<file path="src/design/keyword_lexer_with_positions_top_macros.svh">
// Assertion macros for the keyword lexer.
`ifndef KEYWORD_LEXER_WITH_POSITIONS_TOP_MACROS_SVH
`define KEYWORD_LEXER_WITH_POSITIONS_TOP_MACROS_SVH

`ifndef SYNTH
`define KWLEX_ASSERT_SAME(label, ante, cons) \
  label: assert property (@(posedge clk) disable iff (!rst_n) (ante) |-> (cons)) \
    else $error("kwlex check failed");
`define KWLEX_ASSERT_NEXT(label, ante, cons) \
  label: assert property (@(posedge clk) disable iff (!rst_n) (ante) |=> (cons)) \
    else $error("kwlex check failed");
`else
`define KWLEX_ASSERT_SAME(label, ante, cons)
`define KWLEX_ASSERT_NEXT(label, ante, cons)
`endif

`endif

</file>
<file path="src/design/kwlex_pkg.sv">
package kwlex_pkg;

  localparam int IDENT_CHARS   = 8;
  localparam int NUMBER_BITS   = 31;
  localparam int POSITION_BITS = 16;
  localparam int TEXT_BITS     = 64;
  localparam int LEN_BITS      = 8;

  typedef enum logic [3:0] {
    KIND_LET    = 4'd0,
    KIND_LAMBDA = 4'd1,
    KIND_IF     = 4'd2,
    KIND_THEN   = 4'd3,
    KIND_ELSE   = 4'd4,
    KIND_DEFINE = 4'd5,
    KIND_IDENT  = 4'd6,
    KIND_NUMBER = 4'd7,
    KIND_LPAR   = 4'd8,
    KIND_RPAR   = 4'd9,
    KIND_EOF    = 4'd10,
    KIND_ERROR  = 4'd11
  } kind_t;

  typedef enum logic [1:0] {
    MODE_IDLE   = 2'd0,
    MODE_WORD   = 2'd1,
    MODE_DIGITS = 2'd2
  } mode_t;

  typedef struct packed {
    kind_t                     kind;
    logic [NUMBER_BITS-1:0]    number_value;
    logic [TEXT_BITS-1:0]      ident_text;
    logic [LEN_BITS-1:0]       ident_length;
    logic                      overflow;
    logic [POSITION_BITS-1:0]  token_line;
    logic [POSITION_BITS-1:0]  token_column;
    logic                      last;
  } tok_t;

  typedef struct packed {
    logic push0;
    logic push1;
    tok_t tok0;
    tok_t tok1;
  } wr_t;

  typedef struct packed {
    logic room;
  } fifo_sts_t;

endpackage

</file>
<file path="src/design/kwlex_if.sv">
interface kwlex_in_if;
  import kwlex_pkg::*;
  logic       valid;
  logic       ready;
  logic [7:0] character;
  logic       end_of_input;

  modport source (output valid, output character, output end_of_input, input ready);
  modport sink (input valid, input character, input end_of_input, output ready);
endinterface

interface kwlex_out_if;
  import kwlex_pkg::*;
  logic                     valid;
  logic                     ready;
  logic [3:0]               token_kind;
  logic [NUMBER_BITS-1:0]   number_value;
  logic [TEXT_BITS-1:0]     ident_text;
  logic [LEN_BITS-1:0]      ident_length;
  logic                     overflow;
  logic [POSITION_BITS-1:0] token_line;
  logic [POSITION_BITS-1:0] token_column;
  logic                     last;

  modport source (
    output valid, output token_kind, output number_value, output ident_text,
    output ident_length, output overflow, output token_line, output token_column,
    output last, input ready
  );
  modport sink (
    input valid, input token_kind, input number_value, input ident_text,
    input ident_length, input overflow, input token_line, input token_column,
    input last, output ready
  );
endinterface

</file>
<file path="src/design/kwlex_core.sv">
module kwlex_core
  import kwlex_pkg::*;
(
  input  logic       clk,
  input  logic       rst_n,
  input  logic       in_valid,
  output logic       in_ready,
  input  logic [7:0] in_character,
  input  logic       in_end_of_input,
  input  fifo_sts_t  sts,
  output wr_t        wr
);

  localparam logic [POSITION_BITS-1:0] POS_MAX = '1;
  localparam logic [NUMBER_BITS-1:0]   NUM_MAX = '1;
  localparam int                       SUM_W   = NUMBER_BITS + 4;

  // String literals hold the first character in the top byte, so the words are reversed.
  localparam logic [TEXT_BITS-1:0] TXT_LET    = TEXT_BITS'("tel");
  localparam logic [TEXT_BITS-1:0] TXT_LAMBDA = TEXT_BITS'("adbmal");
  localparam logic [TEXT_BITS-1:0] TXT_IF     = TEXT_BITS'("fi");
  localparam logic [TEXT_BITS-1:0] TXT_THEN   = TEXT_BITS'("neht");
  localparam logic [TEXT_BITS-1:0] TXT_ELSE   = TEXT_BITS'("esle");
  localparam logic [TEXT_BITS-1:0] TXT_DEFINE = TEXT_BITS'("enifed");

  function automatic kind_t word_kind(input logic [TEXT_BITS-1:0] txt,
                                      input logic [LEN_BITS-1:0] cnt);
    kind_t k;
    k = KIND_IDENT;
    if (cnt == LEN_BITS'(3) && txt == TXT_LET) k = KIND_LET;
    if (cnt == LEN_BITS'(6) && txt == TXT_LAMBDA) k = KIND_LAMBDA;
    if (cnt == LEN_BITS'(2) && txt == TXT_IF) k = KIND_IF;
    if (cnt == LEN_BITS'(4) && txt == TXT_THEN) k = KIND_THEN;
    if (cnt == LEN_BITS'(4) && txt == TXT_ELSE) k = KIND_ELSE;
    if (cnt == LEN_BITS'(6) && txt == TXT_DEFINE) k = KIND_DEFINE;
    return k;
  endfunction

  logic                     in_vld_r;
  logic [7:0]               char_r;
  logic                     eoi_r;
  mode_t                    mode_r, mode_nxt;
  logic [TEXT_BITS-1:0]     text_r, text_nxt;
  logic [LEN_BITS-1:0]      cnt_r, cnt_nxt;
  logic [NUMBER_BITS-1:0]   acc_r, acc_nxt;
  logic                     ovf_r, ovf_nxt;
  logic [POSITION_BITS-1:0] line_r, line_nxt, col_r, col_nxt;
  logic [POSITION_BITS-1:0] sline_r, sline_nxt, scol_r, scol_nxt;

  logic                     fire;
  logic                     word, digits, running;
  logic                     is_letter, is_digit, is_space, is_nl;
  logic [POSITION_BITS-1:0] col_inc, line_inc, base_line, base_col;
  logic [3:0]               digit;
  logic [SUM_W-1:0]         acc_ext, sum;
  kind_t                    wkind;
  tok_t                     fin_tok, own_tok;
  logic                     has_own;

  assign fire     = in_vld_r && sts.room;
  assign in_ready = !in_vld_r || fire;

  assign word      = (mode_r == MODE_WORD);
  assign digits    = (mode_r == MODE_DIGITS);
  assign running   = word || digits;
  assign is_letter = (char_r >= "a" && char_r <= "z") || (char_r >= "A" && char_r <= "Z");
  assign is_digit  = (char_r >= "0" && char_r <= "9");
  assign is_nl     = (char_r == 8'h0a);
  assign is_space  = (char_r == " ") || (char_r == 8'h09) || is_nl;
  assign col_inc   = (col_r < POS_MAX) ? col_r + POSITION_BITS'(1) : col_r;
  assign line_inc  = (line_r < POS_MAX) ? line_r + POSITION_BITS'(1) : line_r;
  assign base_line = running ? line_r : sline_r;
  assign base_col  = running ? col_r : scol_r;
  assign digit     = 4'(char_r - "0");
  assign acc_ext   = SUM_W'(acc_r);
  assign sum       = (acc_ext << 3) + (acc_ext << 1) + SUM_W'(digit);
  assign wkind     = word_kind(text_r, cnt_r);

  always_comb begin
    fin_tok              = '0;
    fin_tok.kind         = word ? wkind : KIND_NUMBER;
    fin_tok.token_line   = sline_r;
    fin_tok.token_column = scol_r;
    if (word && wkind == KIND_IDENT) begin
      fin_tok.ident_text   = text_r;
      fin_tok.ident_length = cnt_r;
      fin_tok.overflow     = ovf_r;
    end else if (digits) begin
      fin_tok.number_value = acc_r;
      fin_tok.overflow     = ovf_r;
    end
  end

  always_comb begin
    mode_nxt  = mode_r;
    text_nxt  = text_r;
    cnt_nxt   = cnt_r;
    acc_nxt   = acc_r;
    ovf_nxt   = ovf_r;
    line_nxt  = line_r;
    col_nxt   = col_r;
    sline_nxt = sline_r;
    scol_nxt  = scol_r;
    own_tok   = '0;
    has_own   = 1'b0;
    own_tok.token_line   = base_line;
    own_tok.token_column = base_col;
    own_tok.kind         = KIND_ERROR;
    if (fire) begin
      if (eoi_r) begin
        mode_nxt  = MODE_IDLE;
        text_nxt  = '0;
        cnt_nxt   = '0;
        acc_nxt   = '0;
        ovf_nxt   = 1'b0;
        col_nxt   = col_inc;
        has_own   = 1'b1;
        own_tok.kind = KIND_EOF;
        sline_nxt = line_r;
        scol_nxt  = col_inc;
      end else if (word && is_letter) begin
        for (int i = 0; i < IDENT_CHARS; i++) begin
          if (cnt_r == LEN_BITS'(i)) text_nxt[8*i +: 8] = char_r;
        end
        if (cnt_r >= LEN_BITS'(IDENT_CHARS)) ovf_nxt = 1'b1;
        if (cnt_r != '1) cnt_nxt = cnt_r + LEN_BITS'(1);
        col_nxt = col_inc;
      end else if (digits && is_digit) begin
        if (sum > SUM_W'(NUM_MAX)) begin
          acc_nxt = NUM_MAX;
          ovf_nxt = 1'b1;
        end else begin
          acc_nxt = sum[NUMBER_BITS-1:0];
        end
        col_nxt = col_inc;
      end else begin
        mode_nxt  = MODE_IDLE;
        text_nxt  = '0;
        cnt_nxt   = '0;
        acc_nxt   = '0;
        ovf_nxt   = 1'b0;
        col_nxt   = is_nl ? POSITION_BITS'(1) : col_inc;
        line_nxt  = is_nl ? line_inc : line_r;
        sline_nxt = base_line;
        scol_nxt  = base_col;
        if (is_space) begin
          has_own = 1'b0;
        end else if (is_letter) begin
          mode_nxt = MODE_WORD;
          text_nxt = TEXT_BITS'(char_r);
          cnt_nxt  = LEN_BITS'(1);
        end else if (is_digit) begin
          mode_nxt = MODE_DIGITS;
          acc_nxt  = NUMBER_BITS'(digit);
        end else begin
          has_own = 1'b1;
          if (char_r == "(") own_tok.kind = KIND_LPAR;
          else if (char_r == ")") own_tok.kind = KIND_RPAR;
          else own_tok.kind = KIND_ERROR;
          sline_nxt = is_nl ? line_inc : line_r;
          scol_nxt  = col_inc;
        end
      end
    end
  end

  logic run_end;
  assign run_end = fire && running && (eoi_r || !((word && is_letter) || (digits && is_digit)));

  always_comb begin
    wr       = '0;
    if (run_end) begin
      wr.push0     = 1'b1;
      wr.tok0      = fin_tok;
      wr.tok0.last = !has_own;
      wr.push1     = has_own;
      wr.tok1      = own_tok;
      wr.tok1.last = 1'b1;
    end else if (fire && has_own) begin
      wr.push0     = 1'b1;
      wr.tok0      = own_tok;
      wr.tok0.last = 1'b1;
    end
  end

  always_ff @(posedge clk) begin
    if (!rst_n) begin
      in_vld_r <= 1'b0;
      mode_r   <= MODE_IDLE;
      text_r   <= '0;
      cnt_r    <= '0;
      acc_r    <= '0;
      ovf_r    <= 1'b0;
      line_r   <= POSITION_BITS'(1);
      col_r    <= POSITION_BITS'(1);
      sline_r  <= POSITION_BITS'(1);
      scol_r   <= POSITION_BITS'(1);
    end else begin
      if (in_ready) in_vld_r <= in_valid;
      mode_r  <= mode_nxt;
      text_r  <= text_nxt;
      cnt_r   <= cnt_nxt;
      acc_r   <= acc_nxt;
      ovf_r   <= ovf_nxt;
      line_r  <= line_nxt;
      col_r   <= col_nxt;
      sline_r <= sline_nxt;
      scol_r  <= scol_nxt;
    end
  end

  always_ff @(posedge clk) begin
    if (in_ready && in_valid) begin
      char_r <= in_character;
      eoi_r  <= in_end_of_input;
    end
  end

endmodule

</file>
<file path="src/design/kwlex_fifo.sv">
module kwlex_fifo
  import kwlex_pkg::*;
(
  input  logic      clk,
  input  logic      rst_n,
  input  wr_t       wr,
  input  logic      pop,
  output fifo_sts_t sts,
  output logic      head_vld,
  output tok_t      head
);

  tok_t       ent_r [4];
  logic [1:0] wptr_r, rptr_r;
  logic [2:0] cnt_r, cnt_nxt;

  assign head_vld = (cnt_r != 3'd0);
  assign head     = ent_r[rptr_r];
  assign sts.room = (cnt_r <= 3'd2);
  assign cnt_nxt  = cnt_r + 3'(wr.push0) + 3'(wr.push1) - 3'(pop && head_vld);

  always_ff @(posedge clk) begin
    if (!rst_n) begin
      wptr_r <= '0;
      rptr_r <= '0;
      cnt_r  <= '0;
    end else begin
      wptr_r <= wptr_r + 2'(wr.push0) + 2'(wr.push1);
      if (pop && head_vld) rptr_r <= rptr_r + 2'd1;
      cnt_r <= cnt_nxt;
    end
  end

  always_ff @(posedge clk) begin
    if (wr.push0) ent_r[wptr_r] <= wr.tok0;
    if (wr.push1) ent_r[wptr_r + 2'd1] <= wr.tok1;
  end

endmodule

</file>
<file path="src/design/keyword_lexer_with_positions_top.sv">
// Streaming keyword lexer: one character or end-of-input mark is taken per request, and
// every request can follow the previous one in the next cycle. An accepted request is
// held in the input register until the result queue has room, and is then scanned; its
// tokens are written into the result queue at the end of the scan cycle and from there
// are shown on the result channel in order. Requests that yield at most one token
// sustain one request per cycle while the result side takes a token every cycle; a
// character or end-of-input mark that closes a pending word or number and also gives a
// token of its own yields two tokens, which leave one per cycle through a four-entry
// result queue, and a waiting request stalls while that queue has fewer than two free
// entries.
`include "keyword_lexer_with_positions_top_macros.svh"

module keyword_lexer_with_positions_top
  import kwlex_pkg::*;
(
  input logic       clk,
  input logic       rst_n,
  kwlex_in_if.sink  in_ch,
  kwlex_out_if.source out_ch
);

  wr_t       wr;
  fifo_sts_t sts;
  tok_t      head;
  logic      head_vld;

  kwlex_core u_core (
    .clk             (clk),
    .rst_n           (rst_n),
    .in_valid        (in_ch.valid),
    .in_ready        (in_ch.ready),
    .in_character    (in_ch.character),
    .in_end_of_input (in_ch.end_of_input),
    .sts             (sts),
    .wr              (wr)
  );

  kwlex_fifo u_fifo (
    .clk      (clk),
    .rst_n    (rst_n),
    .wr       (wr),
    .pop      (out_ch.ready),
    .sts      (sts),
    .head_vld (head_vld),
    .head     (head)
  );

  assign out_ch.valid        = head_vld;
  assign out_ch.token_kind   = head.kind;
  assign out_ch.number_value = head.number_value;
  assign out_ch.ident_text   = head.ident_text;
  assign out_ch.ident_length = head.ident_length;
  assign out_ch.overflow     = head.overflow;
  assign out_ch.token_line   = head.token_line;
  assign out_ch.token_column = head.token_column;
  assign out_ch.last         = head.last;

  `KWLEX_ASSERT_SAME(a_eof_is_last, out_ch.valid && out_ch.token_kind == KIND_EOF, out_ch.last)
  `KWLEX_ASSERT_SAME(a_pair_in_order, wr.push1, wr.push0 && !wr.tok0.last && wr.tok1.last)
  `KWLEX_ASSERT_SAME(a_pos_nonzero, out_ch.valid,
    out_ch.token_line != '0 && out_ch.token_column != '0)
  `KWLEX_ASSERT_NEXT(a_held_when_stalled, out_ch.valid && !out_ch.ready,
    out_ch.valid && $stable(out_ch.token_kind))

endmodule

</file>
<file path="src/flat_wrapper.sv">
// flat-port wrapper written by rule: the top's interface ports become plain ports
module keyword_lexer_with_positions_top_flat import kwlex_pkg::*;
  (clk, rst_n, in_ch_valid, in_ch_character, in_ch_end_of_input, in_ch_ready, out_ch_valid, out_ch_token_kind, out_ch_number_value, out_ch_ident_text, out_ch_ident_length, out_ch_overflow, out_ch_token_line, out_ch_token_column, out_ch_last, out_ch_ready);
  kwlex_in_if in_ch_i ();
  kwlex_out_if out_ch_i ();
  input logic clk;
  input logic rst_n;
  input wire logic [$bits(in_ch_i.valid)-1:0] in_ch_valid;
  input wire logic [$bits(in_ch_i.character)-1:0] in_ch_character;
  input wire logic [$bits(in_ch_i.end_of_input)-1:0] in_ch_end_of_input;
  output wire logic [$bits(in_ch_i.ready)-1:0] in_ch_ready;
  output wire logic [$bits(out_ch_i.valid)-1:0] out_ch_valid;
  output wire logic [$bits(out_ch_i.token_kind)-1:0] out_ch_token_kind;
  output wire logic [$bits(out_ch_i.number_value)-1:0] out_ch_number_value;
  output wire logic [$bits(out_ch_i.ident_text)-1:0] out_ch_ident_text;
  output wire logic [$bits(out_ch_i.ident_length)-1:0] out_ch_ident_length;
  output wire logic [$bits(out_ch_i.overflow)-1:0] out_ch_overflow;
  output wire logic [$bits(out_ch_i.token_line)-1:0] out_ch_token_line;
  output wire logic [$bits(out_ch_i.token_column)-1:0] out_ch_token_column;
  output wire logic [$bits(out_ch_i.last)-1:0] out_ch_last;
  input wire logic [$bits(out_ch_i.ready)-1:0] out_ch_ready;
  assign in_ch_i.valid = in_ch_valid;
  assign in_ch_i.character = in_ch_character;
  assign in_ch_i.end_of_input = in_ch_end_of_input;
  assign in_ch_ready = in_ch_i.ready;
  assign out_ch_valid = out_ch_i.valid;
  assign out_ch_token_kind = out_ch_i.token_kind;
  assign out_ch_number_value = out_ch_i.number_value;
  assign out_ch_ident_text = out_ch_i.ident_text;
  assign out_ch_ident_length = out_ch_i.ident_length;
  assign out_ch_overflow = out_ch_i.overflow;
  assign out_ch_token_line = out_ch_i.token_line;
  assign out_ch_token_column = out_ch_i.token_column;
  assign out_ch_last = out_ch_i.last;
  assign out_ch_i.ready = out_ch_ready;
  keyword_lexer_with_positions_top u_core (.clk(clk), .rst_n(rst_n), .in_ch(in_ch_i), .out_ch(out_ch_i));
endmodule
</file>
<file path="config.mk">
export PLATFORM = sky130hd
export DESIGN_NAME = keyword_lexer_with_positions_top_flat
export DESIGN_NICKNAME = d
export VERILOG_FILES = /design/src/design/kwlex_pkg.sv /design/src/design/kwlex_if.sv /design/src/design/kwlex_core.sv /design/src/design/kwlex_fifo.sv /design/src/design/keyword_lexer_with_positions_top.sv /design/src/flat_wrapper.sv
export VERILOG_INCLUDE_DIRS = /design/src /design/src/design
export SDC_FILE = /design/constraint.sdc
export NUM_CORES = 2
export LEC_CHECK = 0
export ABC_CLOCK_PERIOD_IN_PS = 3730
export BUFFER_PORTS_ARGS = -buffer_cell sky130_fd_sc_hd__buf_2
export CAP_MARGIN = 20
export CORE_UTILIZATION = 35
export DETAILED_ROUTE_END_ITERATION = 10
export GPL_ROUTABILITY_DRIVEN = 1
export HOLD_SLACK_MARGIN = 0.12
export SETUP_SLACK_MARGIN = 0.02
export SLEW_MARGIN = 15
export SYNTH_ARGS = -nofsm -noshare
export SYNTH_HDL_FRONTEND = slang
export SYNTH_SLANG_ARGS = --single-unit
</file>
<file path="constraint.sdc">
create_clock -name clk -period 3.73 [get_ports clk]
set_input_delay 0.746 -clock clk [delete_from_list [all_inputs] [get_ports clk]]
set_output_delay 0.746 -clock clk [all_outputs]
set_load 0.02 [all_outputs]
</file>
==> run summary <==
Outcome: finished clean
WS Path Type: register to register
H-tree levels: 3
Initial antenna violation count: 7
Core ar.: 92,400 µm²
Worst-Margin Slew: 1.03 ns
Synthesized Nets: 2,899
Post-DR wirelength/cell: 22.5 µm
P per Cell Area: 527 nW/µm²
Worst VDD drop: 0.000371 V
Die ar.: 95,100 µm²
Max transition margin: 31.3%
Synth-to-Final Area Change: 15.0%
Placer Congestion: 0.896
Final hold violations: 0
Fin crit period: 3.62 ns
Count leader, synth: dfxtp_1
CP endpoint kind: register
Gate power share: 15.4%
Worst Hold Slack: 0.282 ns
Initial DRC Count: 2,221
RSZ-0062 raised after global routing: true
Post-synthesis sequential area ratio: 50.6%
Nets: 2,988
Fillers: 8,779
CTS tree: done
GRT overflow: 0
Via density: 5.73
Synth area leaders: dfxtp_1 37%, edfxtp_1 14%, a22o_1 11%
Die Ht: 308 µm
Max-slew violation count: 0
Crit Path Max Fanout: 6
Synthesized instance count: 2,810
All-Layer GR Usage: 19.6%
Setup Skew: 0.0455 ns
Int Power: 14.3 mW
Placed cells: 4,047
Clock Path Buffers: 3
Mapped Area: 32,800 µm²
Critical path data arrival time: 4.11 ns
Worst-skew pair later-pin latency: 0.65 ns
Synth area leader: dfxtp_1
Drt pass-1 iters: 6
Synth warnings: 0
DP Area: 34,800 µm²
Port-buffer cells: 155
Seq pwr share: 44.0%
CTS sink cnt: 753
Initial core utilization: 35.6%
Top post-synthesis cells by count: 600 x dfxtp_1, 408 x a22o_1, 166 x nand2_1, 165 x nor2_1, 153 x edfxtp_1
Sw Share: 28.3%
Yosys top cell area share: 36.6%
Hold Path Class: input pin to register
Die Span X: 308 µm
Routed via count: 24,100
Cts hold-fix bufs: 0
Post-synth top flop: dfxtp_1
Post-synth EDFFs: 153
Fin worst setup slack: 0.114 ns
DRC Markers: 0
Data required time of the worst path: 4.23 ns
Largest net degree at the start of global routing: 87
Pwr Total: 19.9 mW
Net Switching: 5.62 mW
Ports: 156
FMAX: 0.277 GHz
Clock transition at path regs: 0.06 ns
Inserted Clock Buffers: 80
Syn_area_per_cell: 11.7 µm²
Post-Place Setup Slack: 0.0579 ns
Site Rows: 111
Final HPWL DP: 59,300 µm
Max-cap violations: 0
Startpoint types: register
Clock network fraction of total power: 40.6%
Layout cells sized above 1: 20.3%
Routed Antenna Nets: 0
Final Cycle Share: 97.0%
Root buffer cell: clkbuf_16
DRT Wirelength: 94,600 µm
Post-synthesis async set-or-reset flop share: 0%
First-pass GRT wire length: 144,000 µm
Flops & latches, synth: 753
Cell area after layout: 37,800 µm²
P_leak: 13.9 nW
Vias in the first global route: 23,200
Synth cell types: 86
Final Setup Violations: 0
Layout Cells excl Fill: 4,213
[through the flow]
stage	TNS, ns	util, %
floorplan	0	-
global placement	0	37.7
detailed placement	0	37.7
CTS	0	40.7
global route	-0.00190	40.9
finish	0	40.9
[metal layers]
layer | vias to the layer above | global-route usage, % | routed length, µm | part of all wire, %
met5 | - | 0 | 13 | 0.014
li1 | 11100 | - | - | -
met4 | 2 | 5.61 | 2170 | 2.3
met3 | 133 | 2.71 | 5460 | 5.8
met2 | 737 | 30.5 | 42900 | 45
met1 | 12200 | 28.1 | 44100 | 47
[state kept, by name, indices dropped and copies added, names as in the netlist, 3 cells and up, named ones only]
register               flops
u_core.u_fifo.ent_r      564
u_core.u_core.text_r      64
u_core.u_core.acc_r       31
u_core.u_core.col_r       16
u_core.u_core.line_r      16
u_core.u_core.scol_r      16
u_core.u_core.sline_r     16
u_core.u_core.char_r       8
u_core.u_core.cnt_r        8
u_core.u_fifo.cnt_r        3
[cells by family (layout without fill, tap and decap cells)]
kind of cell / after synthesis / count (layout) / share of synthesized area [%]
muxes: 148 / 148 / 9.89
other: 0 / 5 / 0
buffers and inverters: 297 / 450 / 4.54
DFF: 753 / 753 / 50.6
adders and majority gates: 76 / 76 / 3.01
and+or+nand+nor: 579 / 581 / 8.99
xor gates and xnor gates: 47 / 47 / 1.25
AOI/OAI and AO/OA: 910 / 910 / 21.8
[final timing paths]
kind                                                          startpoint                                        to  slack, ns  cells past startpoint
worst max-delay path                   u_core.u_core.char_r[2]$_DFFE_PP_      u_core.u_core.acc_r[21]$_SDFFE_PN0P_       0.11                     13
worst min register to register  u_core.u_fifo.ent_r[1][139]$_SDFFE_PP0P_  u_core.u_fifo.ent_r[1][139]$_SDFFE_PP0P_       0.46                      1
worst min-delay path                                  in_ch_end_of_input             u_core.u_core.eoi_r$_DFFE_PP_       0.28                      1
worst max register to register         u_core.u_core.char_r[2]$_DFFE_PP_      u_core.u_core.acc_r[21]$_SDFFE_PN0P_       0.11                     13
[power by group through the flow]
stage               registers (mW)  clock network [mW]  logic [mW]
floorplan                     8.79                   0        2.11
CTS                           8.75                8.22        3.09
finish                        8.75                8.08        3.06
detailed placement            8.93                   0        3.08
global placement              8.92                   0        3.08
global route                  8.78                8.52        3.27
[what timing repair did]
action | 4_1_cts | 5_1_grt
buffers inserted | 2 | 9
resized for setup | 0 | 34
pin swaps | 0 | 19
gates cloned | 0 | 2
endpoints found under the setup margin | 12 | 60
[worst max-delay path, stage by stage (launching register included)]
cell      delay, ns
edfxtp_1       0.49
ha_1           0.33
ha_2           0.18
inv_1          0.08
fa_2           0.22
nand2b_4       0.14
a21o_1         0.15
a211o_1        0.17
nand3b_1       0.18
o21a_1         0.25
or3_1          0.41
a211o_4        0.40
and2_4         0.21
a221o_1        0.26
[layout by cell type (no fill, tap or decap), drive strengths merged, types with 21 or more instances in the layout]
cell     synthesis  layout
a21oi          103     103
a221o           25      25
a22o           408     408
a22oi           52      52
and2            25      27
buf            111     264
clkbuf         148     116
clkinv           0      22
dfxtp          600     600
edfxtp         153     153
ha              71      71
inv             38      40
mux4           141     141
nand2          167     167
nand3           42      42
nand4           21      21
nor2           183     183
nor3            29      29
o21ai           84      84
o2bb2ai        132     132
xnor2           27      27
[layout make-up]
cell class	instances	area (µm²)	area share (%)
Sequential cell	753	16600	44.0
Multi-Input combinational cell	1762	14900	39.4
Clock buffer	116	2310	6.11
Timing Repair Buffer	264	1850	4.90
Tap cell	1243	1560	4.12
Clock inverter	32	409	1.08
Inverter	38	146	0.388
Antenna cell	5	12.5	0.0331
No activity file was read; power rests on OpenSTA's default activity.
